`src/sv/bpcf_pkg.sv`:
```
// Shared types, constants and register codes for the box peak charge finder.
`default_nettype none

package bpcf_pkg;

  localparam int SLICES_DEF  = 4;
  localparam int SLICE_NUM_W = 4;
  localparam int BOX_W       = 6;
  localparam logic [BOX_W-1:0] MAX_BOX = 6'd63;
  localparam int CMD_DEPTH   = 4;
  localparam int RES_DEPTH   = 4;
  localparam int CFG_IDX_W   = 3;
  localparam int CFG_DATA_W  = 32;

  localparam logic [15:0] ADC_THRESHOLD_RST = 16'd27500;
  localparam logic [13:0] FIRST_CHANNEL_RST = 14'd4800;
  localparam logic [13:0] LAST_CHANNEL_RST  = 14'd8255;
  localparam logic [9:0]  BOX_CHANNELS_RST  = 10'd96;
  localparam logic [31:0] TIME_ORIGIN_RST   = 32'd3200;
  localparam logic [15:0] SLICE_TICKS_RST   = 16'd1150;

  typedef enum logic [CFG_IDX_W-1:0] {
    REG_ADC_THRESHOLD = 3'd0,
    REG_FIRST_CHANNEL = 3'd1,
    REG_LAST_CHANNEL  = 3'd2,
    REG_BOX_CHANNELS  = 3'd3,
    REG_TIME_ORIGIN   = 3'd4,
    REG_SLICE_TICKS   = 3'd5
  } cfg_reg_t;

  typedef struct packed {
    logic [13:0] channel;
    logic [31:0] start_tick;
    logic [15:0] charge_integral;
    logic [15:0] charge_peak;
    logic [15:0] duration;
    logic        end_of_list;
  } in_item_t;

  typedef struct packed {
    logic [13:0] hit_channel;
    logic [31:0] hit_start;
    logic [15:0] hit_charge;
    logic [15:0] hit_peak;
    logic [15:0] hit_duration;
    logic [3:0]  slice_number;
    logic        run_end;
  } out_item_t;

  typedef struct packed {
    logic [15:0] adc_threshold;
    logic [13:0] first_channel;
    logic [13:0] last_channel;
    logic [9:0]  box_channels;
    logic [31:0] time_origin;
    logic [15:0] slice_ticks;
  } cfg_t;

  // Classified hit handed from the front end to the back end.
  typedef struct packed {
    in_item_t                hit;
    logic [SLICE_NUM_W-1:0]  slice;
    logic                    in_slice;
    logic                    close;
  } cmd_t;

  typedef enum logic [1:0] {
    BK_HEAD,
    BK_FLUSH_OLD,
    BK_FLUSH_EOL,
    BK_DONE
  } back_state_t;

endpackage

`default_nettype wire

```
`src/sv/bpcf_fifo.sv`:
```
// Small register-based FIFO used between the stages and at the result port.
`default_nettype none

module bpcf_fifo #(
  parameter type T     = logic,
  parameter int  DEPTH = 4
) (
  input  wire logic clk,
  input  wire logic rst_n,
  input  wire logic push,
  input  wire T     wdata,
  output logic      full,
  input  wire logic pop,
  output T          rdata,
  output logic      empty
);

  localparam int AW = (DEPTH > 1) ? $clog2(DEPTH) : 1;

  T                mem [DEPTH];
  logic [AW-1:0]   wr_ptr_r, rd_ptr_r;
  logic [AW:0]     count_r;
  logic            do_push, do_pop;

  assign full    = (count_r == (AW+1)'(DEPTH));
  assign empty   = (count_r == '0);
  assign do_push = push && !full;
  assign do_pop  = pop && !empty;
  assign rdata   = mem[rd_ptr_r];

  always_ff @(posedge clk) begin
    if (!rst_n) begin
      wr_ptr_r <= '0;
      rd_ptr_r <= '0;
      count_r  <= '0;
    end else begin
      if (do_push) begin
        wr_ptr_r <= (wr_ptr_r == AW'(DEPTH-1)) ? '0 : wr_ptr_r + 1'b1;
      end
      if (do_pop) begin
        rd_ptr_r <= (rd_ptr_r == AW'(DEPTH-1)) ? '0 : rd_ptr_r + 1'b1;
      end
      if (do_push && !do_pop) begin
        count_r <= count_r + 1'b1;
      end else if (do_pop && !do_push) begin
        count_r <= count_r - 1'b1;
      end
    end
  end

  always_ff @(posedge clk) begin
    if (do_push) begin
      mem[wr_ptr_r] <= wdata;
    end
  end

endmodule

`default_nettype wire

```
`src/sv/bpcf_front.sv`:
```
// Front end: takes hits, walks the box grid and sorts each hit into a time slice.
`default_nettype none

module bpcf_front #(
  parameter int SLICES = bpcf_pkg::SLICES_DEF
) (
  input  wire logic              clk,
  input  wire logic              rst_n,
  input  wire bpcf_pkg::cfg_t    cfg,
  input  wire logic              in_push,
  output logic                   in_full,
  input  wire bpcf_pkg::in_item_t in_data,
  output logic                   cmd_push,
  input  wire logic              cmd_full,
  output bpcf_pkg::cmd_t         cmd_data
);

  import bpcf_pkg::*;

  logic              hold_v_r;
  in_item_t          hold_r;
  logic [BOX_W-1:0]  box_r;
  logic              stepped_r;

  logic [9:0]        width;
  logic [15:0]       span;
  logic [16:0]       edge_pos;
  logic              done;
  logic              load;
  logic [32:0]       dt;
  logic [SLICES-1:0] ge;
  logic [SLICE_NUM_W-1:0] slice_cnt;

  assign width    = (cfg.box_channels == '0) ? 10'd1 : cfg.box_channels;
  assign span     = 16'(box_r) * 16'(width);
  assign edge_pos = 17'(cfg.first_channel) + 17'(span);

  // The open box holds the hit once its upper edge reaches the channel, or the
  // grid has run out.
  assign done = (edge_pos >= 17'(hold_r.channel)) ||
                (edge_pos >= 17'(cfg.last_channel)) ||
                (box_r == MAX_BOX);

  assign cmd_push = hold_v_r && done && !cmd_full;
  assign in_full  = hold_v_r && !cmd_push;
  assign load     = in_push && !in_full;

  assign dt = {1'b0, hold_r.start_tick} - {1'b0, cfg.time_origin};

  // ge[k] is set when the hit lies at or beyond the end of slice k.
  always_comb begin
    for (int k = 0; k < SLICES; k++) begin
      ge[k] = !dt[32] && (dt[31:0] >= 32'(21'(k + 1) * 21'(cfg.slice_ticks)));
    end
  end

  always_comb begin
    slice_cnt = '0;
    for (int k = 0; k < SLICES - 1; k++) begin
      slice_cnt = slice_cnt + SLICE_NUM_W'(ge[k]);
    end
  end

  always_comb begin
    cmd_data.hit      = hold_r;
    cmd_data.slice    = slice_cnt;
    cmd_data.in_slice = !dt[32] && !ge[SLICES-1];
    cmd_data.close    = stepped_r;
  end

  always_ff @(posedge clk) begin
    if (!rst_n) begin
      hold_v_r  <= 1'b0;
      box_r     <= BOX_W'(1);
      stepped_r <= 1'b0;
    end else begin
      if (load) begin
        hold_v_r <= 1'b1;
      end else if (cmd_push) begin
        hold_v_r <= 1'b0;
      end
      if (cmd_push && hold_r.end_of_list) begin
        box_r <= BOX_W'(1);
      end else if (hold_v_r && !done) begin
        box_r <= box_r + 1'b1;
      end
      if (load) begin
        stepped_r <= 1'b0;
      end else if (hold_v_r && !done) begin
        stepped_r <= 1'b1;
      end
    end
  end

  always_ff @(posedge clk) begin
    if (load) begin
      hold_r <= in_data;
    end
  end

endmodule

`default_nettype wire

```
`src/sv/bpcf_back.sv`:
```
// Back end: keeps the per-slice maxima and flushes them when a box closes or the list ends.
`default_nettype none

module bpcf_back #(
  parameter int SLICES = bpcf_pkg::SLICES_DEF
) (
  input  wire logic            clk,
  input  wire logic            rst_n,
  input  wire logic [15:0]     adc_threshold,
  input  wire logic            cmd_empty,
  output logic                 cmd_pop,
  input  wire bpcf_pkg::cmd_t  cmd_data,
  output logic                 res_push,
  input  wire logic            res_full,
  output bpcf_pkg::out_item_t  res_data
);

  import bpcf_pkg::*;

  localparam int SW = (SLICES > 1) ? $clog2(SLICES) : 1;

  back_state_t      state_r, state_nxt;
  logic [SW-1:0]    scan_r, scan_nxt;
  logic             closed_r, closed_nxt;
  logic             pend_v_r;
  out_item_t        pend_r;

  logic [15:0]      max_r      [SLICES];
  logic [13:0]      best_ch    [SLICES];
  logic [31:0]      best_start [SLICES];
  logic [15:0]      best_peak  [SLICES];
  logic [15:0]      best_dur   [SLICES];

  logic             hv, opening, last_scan, emit, stall, go;
  logic [SW-1:0]    rd_idx;
  logic [15:0]      rd_max;
  logic             upd_we, clr_we, emit_go, end_item;

  assign hv        = !cmd_empty;
  assign opening   = cmd_data.close && !closed_r;
  assign last_scan = (scan_r == SW'(SLICES - 1));
  assign rd_idx    = (state_r == BK_HEAD) ? cmd_data.slice[SW-1:0] : scan_r;
  assign rd_max    = max_r[rd_idx];
  assign emit      = rd_max > adc_threshold;

  // A transfer to the result queue is only needed when a held result exists.
  always_comb begin
    unique case (state_r)
      BK_HEAD:      stall = hv && !opening && !cmd_data.hit.end_of_list &&
                            pend_v_r && res_full;
      BK_FLUSH_OLD,
      BK_FLUSH_EOL: stall = emit && pend_v_r && res_full;
      BK_DONE:      stall = pend_v_r && res_full;
      default:      stall = 1'b1;
    endcase
  end
  assign go = !stall;

  always_comb begin
    state_nxt = state_r;
    unique case (state_r)
      BK_HEAD: begin
        if (hv && opening) begin
          state_nxt = BK_FLUSH_OLD;
        end else if (hv && cmd_data.hit.end_of_list) begin
          state_nxt = BK_FLUSH_EOL;
        end
      end
      BK_FLUSH_OLD: begin
        if (go && last_scan) begin
          state_nxt = BK_HEAD;
        end
      end
      BK_FLUSH_EOL: begin
        if (go && last_scan) begin
          state_nxt = BK_DONE;
        end
      end
      BK_DONE: begin
        if (go) begin
          state_nxt = BK_HEAD;
        end
      end
      default: state_nxt = BK_HEAD;
    endcase
  end

  always_comb begin
    upd_we     = 1'b0;
    clr_we     = 1'b0;
    emit_go    = 1'b0;
    end_item   = 1'b0;
    cmd_pop    = 1'b0;
    scan_nxt   = '0;
    closed_nxt = closed_r;
    unique case (state_r)
      BK_HEAD: begin
        if (hv && !opening) begin
          if (cmd_data.hit.end_of_list) begin
            upd_we = cmd_data.in_slice && (cmd_data.hit.charge_integral > rd_max);
          end else begin
            upd_we   = go && cmd_data.in_slice &&
                       (cmd_data.hit.charge_integral > rd_max);
            end_item = go;
            cmd_pop  = go;
          end
        end
      end
      BK_FLUSH_OLD,
      BK_FLUSH_EOL: begin
        clr_we  = go;
        emit_go = go && emit;
        if (go && !last_scan) begin
          scan_nxt = scan_r + 1'b1;
        end else if (!go) begin
          scan_nxt = scan_r;
        end
        if (go && last_scan && (state_r == BK_FLUSH_OLD)) begin
          closed_nxt = 1'b1;
        end
      end
      BK_DONE: begin
        end_item = go;
        cmd_pop  = go;
      end
      default: begin
      end
    endcase
    if (cmd_pop) begin
      closed_nxt = 1'b0;
    end
  end

  assign res_push = (emit_go || end_item) && pend_v_r;
  always_comb begin
    res_data         = pend_r;
    res_data.run_end = end_item;
  end

  always_ff @(posedge clk) begin
    if (!rst_n) begin
      state_r  <= BK_HEAD;
      scan_r   <= '0;
      closed_r <= 1'b0;
      pend_v_r <= 1'b0;
      for (int s = 0; s < SLICES; s++) begin
        max_r[s] <= '0;
      end
    end else begin
      state_r  <= state_nxt;
      scan_r   <= scan_nxt;
      closed_r <= closed_nxt;
      if (emit_go) begin
        pend_v_r <= 1'b1;
      end else if (end_item) begin
        pend_v_r <= 1'b0;
      end
      if (upd_we) begin
        max_r[rd_idx] <= cmd_data.hit.charge_integral;
      end else if (clr_we) begin
        max_r[scan_r] <= '0;
      end
    end
  end

  always_ff @(posedge clk) begin
    if (upd_we) begin
      best_ch[rd_idx]    <= cmd_data.hit.channel;
      best_start[rd_idx] <= cmd_data.hit.start_tick;
      best_peak[rd_idx]  <= cmd_data.hit.charge_peak;
      best_dur[rd_idx]   <= cmd_data.hit.duration;
    end
    if (emit_go) begin
      pend_r.hit_channel  <= best_ch[scan_r];
      pend_r.hit_start    <= best_start[scan_r];
      pend_r.hit_charge   <= rd_max;
      pend_r.hit_peak     <= best_peak[scan_r];
      pend_r.hit_duration <= best_dur[scan_r];
      pend_r.slice_number <= SLICE_NUM_W'(scan_r);
      pend_r.run_end      <= 1'b0;
    end
  end

endmodule

`default_nettype wire

```
`src/sv/box_peak_charge_finder.sv`:
```
// Top level of the box peak charge finder: registers, front end, back end, queues.
//
//   channel  direction  handshake                    payload
//   in       input      in_push / in_full            in_data  (in_item_t)
//   out      output     out_pop / out_empty          out_data (out_item_t)
//   cfg      input      cfg_valid / cfg_ready        cfg_index, cfg_data
//
// A hit that stays in the open box passes through the front end and then the back
// end. Moving the box grid makes the front step one box at a time. A box flush
// scans every slice in the back end, so a hit that both closes a box and ends
// the list flushes twice. A full result queue stalls the back end only when a
// further result must move on; the command queue lets the front keep accepting.
// Reset is synchronous and restores the configuration registers and clears the maxima.
`default_nettype none

module box_peak_charge_finder #(
  parameter int SLICES = bpcf_pkg::SLICES_DEF
) (
  input  wire logic                               clk,
  input  wire logic                               rst_n,
  input  wire logic                               in_push,
  output logic                                    in_full,
  input  wire bpcf_pkg::in_item_t                 in_data,
  output logic                                    out_empty,
  input  wire logic                               out_pop,
  output bpcf_pkg::out_item_t                     out_data,
  input  wire logic                               cfg_valid,
  output logic                                    cfg_ready,
  input  wire logic [bpcf_pkg::CFG_IDX_W-1:0]     cfg_index,
  input  wire logic [bpcf_pkg::CFG_DATA_W-1:0]    cfg_data
);

  import bpcf_pkg::*;

  cfg_t      cfg_r;
  logic      cmd_push, cmd_full, cmd_empty, cmd_pop;
  cmd_t      cmd_wdata, cmd_rdata;
  logic      res_push, res_full;
  out_item_t res_wdata;

  assign cfg_ready = 1'b1;

  always_ff @(posedge clk) begin
    if (!rst_n) begin
      cfg_r.adc_threshold <= ADC_THRESHOLD_RST;
      cfg_r.first_channel <= FIRST_CHANNEL_RST;
      cfg_r.last_channel  <= LAST_CHANNEL_RST;
      cfg_r.box_channels  <= BOX_CHANNELS_RST;
      cfg_r.time_origin   <= TIME_ORIGIN_RST;
      cfg_r.slice_ticks   <= SLICE_TICKS_RST;
    end else if (cfg_valid && cfg_ready) begin
      unique case (cfg_reg_t'(cfg_index))
        REG_ADC_THRESHOLD: cfg_r.adc_threshold <= cfg_data[15:0];
        REG_FIRST_CHANNEL: cfg_r.first_channel <= cfg_data[13:0];
        REG_LAST_CHANNEL:  cfg_r.last_channel  <= cfg_data[13:0];
        REG_BOX_CHANNELS:  cfg_r.box_channels  <= cfg_data[9:0];
        REG_TIME_ORIGIN:   cfg_r.time_origin   <= cfg_data[31:0];
        REG_SLICE_TICKS:   cfg_r.slice_ticks   <= cfg_data[15:0];
        default: begin
        end
      endcase
    end
  end

  bpcf_front #(.SLICES(SLICES)) u_front (
    .clk      (clk),
    .rst_n    (rst_n),
    .cfg      (cfg_r),
    .in_push  (in_push),
    .in_full  (in_full),
    .in_data  (in_data),
    .cmd_push (cmd_push),
    .cmd_full (cmd_full),
    .cmd_data (cmd_wdata)
  );

  bpcf_fifo #(.T(cmd_t), .DEPTH(CMD_DEPTH)) u_cmd_q (
    .clk   (clk),
    .rst_n (rst_n),
    .push  (cmd_push),
    .wdata (cmd_wdata),
    .full  (cmd_full),
    .pop   (cmd_pop),
    .rdata (cmd_rdata),
    .empty (cmd_empty)
  );

  bpcf_back #(.SLICES(SLICES)) u_back (
    .clk           (clk),
    .rst_n         (rst_n),
    .adc_threshold (cfg_r.adc_threshold),
    .cmd_empty     (cmd_empty),
    .cmd_pop       (cmd_pop),
    .cmd_data      (cmd_rdata),
    .res_push      (res_push),
    .res_full      (res_full),
    .res_data      (res_wdata)
  );

  bpcf_fifo #(.T(out_item_t), .DEPTH(RES_DEPTH)) u_res_q (
    .clk   (clk),
    .rst_n (rst_n),
    .push  (res_push),
    .wdata (res_wdata),
    .full  (res_full),
    .pop   (out_pop),
    .rdata (out_data),
    .empty (out_empty)
  );

endmodule

`default_nettype wire
```
`config.mk`:
```
export PLATFORM = sky130hd
export DESIGN_NAME = box_peak_charge_finder
export DESIGN_NICKNAME = d
export VERILOG_FILES = /design/src/sv/bpcf_pkg.sv /design/src/sv/bpcf_fifo.sv /design/src/sv/bpcf_front.sv /design/src/sv/bpcf_back.sv /design/src/sv/box_peak_charge_finder.sv
export SDC_FILE = /design/constraint.sdc
export NUM_CORES = 2
export LEC_CHECK = 0
export BUFFER_PORTS_ARGS = -buffer_cell sky130_fd_sc_hd__buf_2
export CAP_MARGIN = 10
export CORE_MARGIN = 3
export CORE_UTILIZATION = 55
export CTS_CLUSTER_DIAMETER = 80
export DETAILED_ROUTE_END_ITERATION = 16
export GPL_TIMING_DRIVEN = 0
export PLACE_DENSITY = 0.76
export SLEW_MARGIN = 20
export SYNTH_ARGS = -nofsm -noshare
export SYNTH_HDL_FRONTEND = slang
export SYNTH_SLANG_ARGS = --single-unit
```
`constraint.sdc`:
```
create_clock -name clk -period 17.9 [get_ports clk]
set_clock_uncertainty 0.05 [all_clocks]
set_input_delay 1.79 -clock clk [delete_from_list [all_inputs] [get_ports clk]]
set_output_delay 1.79 -clock clk [all_outputs]
set_load 0.01 [all_outputs]
```
==> results by group <==
Finish
  • Fillers: 7,458
  • Commonest non-fill, non-tap cell in the layout: edfxtp_1
  • Multi-input gate area: between 0.015 and 0.02 sq mm
  • Final nets: 4,347
  • Final design utilization: 63.6%
  • Layout area overhead: 13.8%
  • Fraction of layout cells with a size suffix above 1: 20.3%
  • Register area: 0.0433 sq mm
  • Most frequent cells in the layout: 1,351 x edfxtp_1, 290 x mux4_2, 254 x nand2_1

Die
  • Row cnt: 121
  • Core area: 0.110 sq mm
  • Starting Density: 55.9%
  • Die width: 340 um
  • Die area: roughly 0.12 sq mm
  • Die height: about 340 um
  • I/O pin count: 237

Synthesis
  • Cells after Synth: ~3,500
  • Post-Syn Area per Cell: 17.5 sq um
  • Mapped Area: 0.0612 sq mm
  • Leading area contributor after synthesis: edfxtp_1
  • Post-synth EDFFs: 1,351
  • Ranking of synthesized cells by area: edfxtp_1 66%, mux4_2 11%, ha_1 4.6%
  • Sequential fraction of the synthesis area: 70.6%
  • Top FF cell, synth: edfxtp_1
  • Post-synthesis register bit count: around 1,500
  • Netlist cell types: between 80 and 90
  • Yosys warns: 0
  • Synth top area share: 66.2%
  • Ys async rst share: 0%

Critical path
  • CP delay by family, top: adder cells
  • R2R Path Start: cfg_r[53]$_SDFFE_PN1P_
  • Stages on the worst setup path: 29
  • Reg2reg end: u_cmd_q.count_r[2]$_SDFFE_PN0P_
  • WP data arrival: 8070 ps
  • WS Path Type: reg -> out
  • Worst setup EP type: output pin
  • Buf+Inv Stages, Crit Path: 5
  • Crit path max fanout: 8
  • Largest stage delay on the critical path: 540 ps
  • Reg2reg setup slack: 9300 ps
  • Worst setup path end: in_full
  • CP required: 16,060 ps
  • Slowest-stage cell, CP: fa_1
  • R2R cell count: 32
  • Crit start category: flip-flop
  • CP Launch Point: cfg_r[53]$_SDFFE_PN1P_

Global route
  • First-pass GRT wire length: ~210,000 um
  • Grt ovf: 0
  • Vias in the first global route: 34,200
  • GRT Util Overall: 24.9%
  • Initial antenna violation count: 5
  • Largest net degree at the start of global routing: 56

Pwr
  • Leak: 24.0 nW
  • Power Dens Cells: 117 mW/mm^2
  • Design Power: 0.00814 W
  • Maximum vdd drop: between 0.08 and 0.09 mV

STA
  • Final hold vios: 0
  • Hold slack final: 403 ps
  • Max Clock Freq: 0.101 GHz
  • Post-route clock period utilization: approximately 55%
  • Final slew viol count: 0
  • Post-route minimum period: slightly below 10,000 ps
  • Rel. slew slack: between 20% and 30%
  • Slew @ Worst Pin: 1170 ps
  • Setup violators final: 0
  • Fin Setup TNS: 0 ps
  • RSZ-0062 raised after global routing: false

Clock tree
  • CTS Sinks: about 1,500
  • CTS root buf: clkbuf_16
  • Resize count post-CTS: 0
  • CTS buffer count: 147
  • Clock Latency Late Sink: 760 ps
  • Clock transition at path regs: 60 ps
  • H-tree Lvls: 4
  • TritonCTS clock tree: built
  • Buffer depth of the longest clock path: 3
  • Hold Buf Count CTS: 0
  • Post-CTS Repair Setup Buffers: 0

Run status
  • Status: finished, final reports clean

Min path
  • Min-delay worst type: reg -> reg

Drt
  • Pre-Repair DR Iteration Count: 5
  • Iter 0 DRT Violations: 3,078
  • Total Routed Length: 142,000 um
  • Avg Vias per Cell: ~6.0
  • Antenna-violating nets left: 0
  • DRC Markers: 0
  • Avg WL per Cell: ~26 um
  • Total number of vias: 33,100

Place
  • Post-DP HPWL: 92,500 um
  • GP Congestion: 0.871
  • IO Port Bufs: 231

Job
  • Max_cap viols: 0
-- synth_stat cells, types with 10 or more instances --
| cell | instances |
|---|---|
| nand2_1 | 254 |
| o31ai_1 | 10 |
| nand2b_1 | 17 |
| nand3_1 | 41 |
| a31oi_1 | 10 |
| o21a_1 | 21 |
| xnor2_1 | 28 |
| edfxtp_1 | 1351 |
| and2_1 | 62 |
| a211oi_1 | 20 |
| and3_1 | 16 |
| inv_1 | 227 |
| dfxtp_1 | 134 |
| nand4_1 | 20 |
| ha_1 | 225 |
| buf_1 | 33 |
| o21ai_0 | 46 |
| o211ai_1 | 41 |
| a21o_1 | 47 |
| a21oi_1 | 163 |
| xor2_1 | 21 |
| fa_1 | 49 |
| nor2_1 | 73 |
| clkbuf_1 | 79 |
| mux4_2 | 290 |
| nor3_1 | 48 |
| nor2b_1 | 36 |
| and2b_1 | 10 |
-- area by class of cell --
type	instances	share of cell area (%)
clock buffers	192	5.58
clock inverters	72	0.907
diodes	2	0.00718
repair buffers	284	2.87
plain buffers	123	0.722
inverters	228	1.24
flip-flops and latches	1485	62.1
multi-input cells	1669	24.0
well taps	1476	2.65
-- metrics by stage --
step | area [sq um] | cells | setup WS (ps)
finish | 69700 | 5531 | 7990
global route | 69700 | 5530 | 7410
detailed placement | 65200 | 5265 | 8790
floorplan | 61200 | 3505 | 8360
CTS | 69700 | 5529 | 7920
global placement | 64200 | 5212 | 2700
-- report_power, final --
| group | total (W) | switching (W) | internal, W | leakage (nW) |
|---|---|---|---|---|
| Sequential | 0.00404 | 0.0000798 | 0.00396 | 13.4 |
| Clock | 0.00290 | 0.00130 | 0.00160 | 2.19 |
| Combinational | 0.00120 | 0.000704 | 0.000498 | 8.45 |
-- state kept, by name, indices dropped and copies added (netlist names), 3 cells and up, named ones only --
name               cells
cfg_r                102
u_back.best_ch        56
u_back.best_dur       64
u_back.best_peak      64
u_back.best_start    128
u_back.max_r          64
u_back.res_data       96
u_cmd_q.count_r        3
u_cmd_q.mem          396
u_front.box_r          6
u_front.cmd_data      95
u_res_q.count_r        3
u_res_q.mem          388
-- layer usage --
| metal | vias up | wire length (um) | track usage [%] |
|---|---|---|---|
| met3 | 275 | 10600 | 4.45 |
| met4 | 4 | 5040 | 9.01 |
| met2 | 1413 | 71900 | 42.3 |
| li1 | 14500 | - | - |
| met1 | 16900 | 54200 | 32.4 |
| met5 | - | 27 | 0 |
-- how the worst min path moves through the flow --
stage / startpoint / endpoint / slack [ps] / depth (start not counted)
global route: cfg_r[36]$_SDFFE_PN0P_ / cfg_r[36]$_SDFFE_PN0P_ / 420 / 2
global placement: cfg_r[80]$_SDFFE_PN0P_ / cfg_r[80]$_SDFFE_PN0P_ / 390 / 2
floorplan: u_back.scan_r[1]$_SDFFE_PN0P_ / u_back.res_data[2]$_DFFE_PP_ / 380 / 0
CTS: u_front.cmd_data[46]$_DFFE_PP_ / u_cmd_q.mem[1][46]$_DFFE_PP_ / 400 / 0
detailed placement: cfg_r[36]$_SDFFE_PN0P_ / cfg_r[36]$_SDFFE_PN0P_ / 400 / 2
finish: u_front.cmd_data[46]$_DFFE_PP_ / u_cmd_q.mem[3][46]$_DFFE_PP_ / 400 / 0
-- cell families after synthesis --
group	after synthesis	share of synthesized area [%]
flops	1485	70.6
simple gates	618	4.93
compound gates	426	4.51
buf+inv	351	2.21
mux	299	10.8
fa+ha+maj	274	6.20
xor+xnor	49	0.701
other cells	2	0.0123
Note: power is estimated with default switching activity, not from simulation.
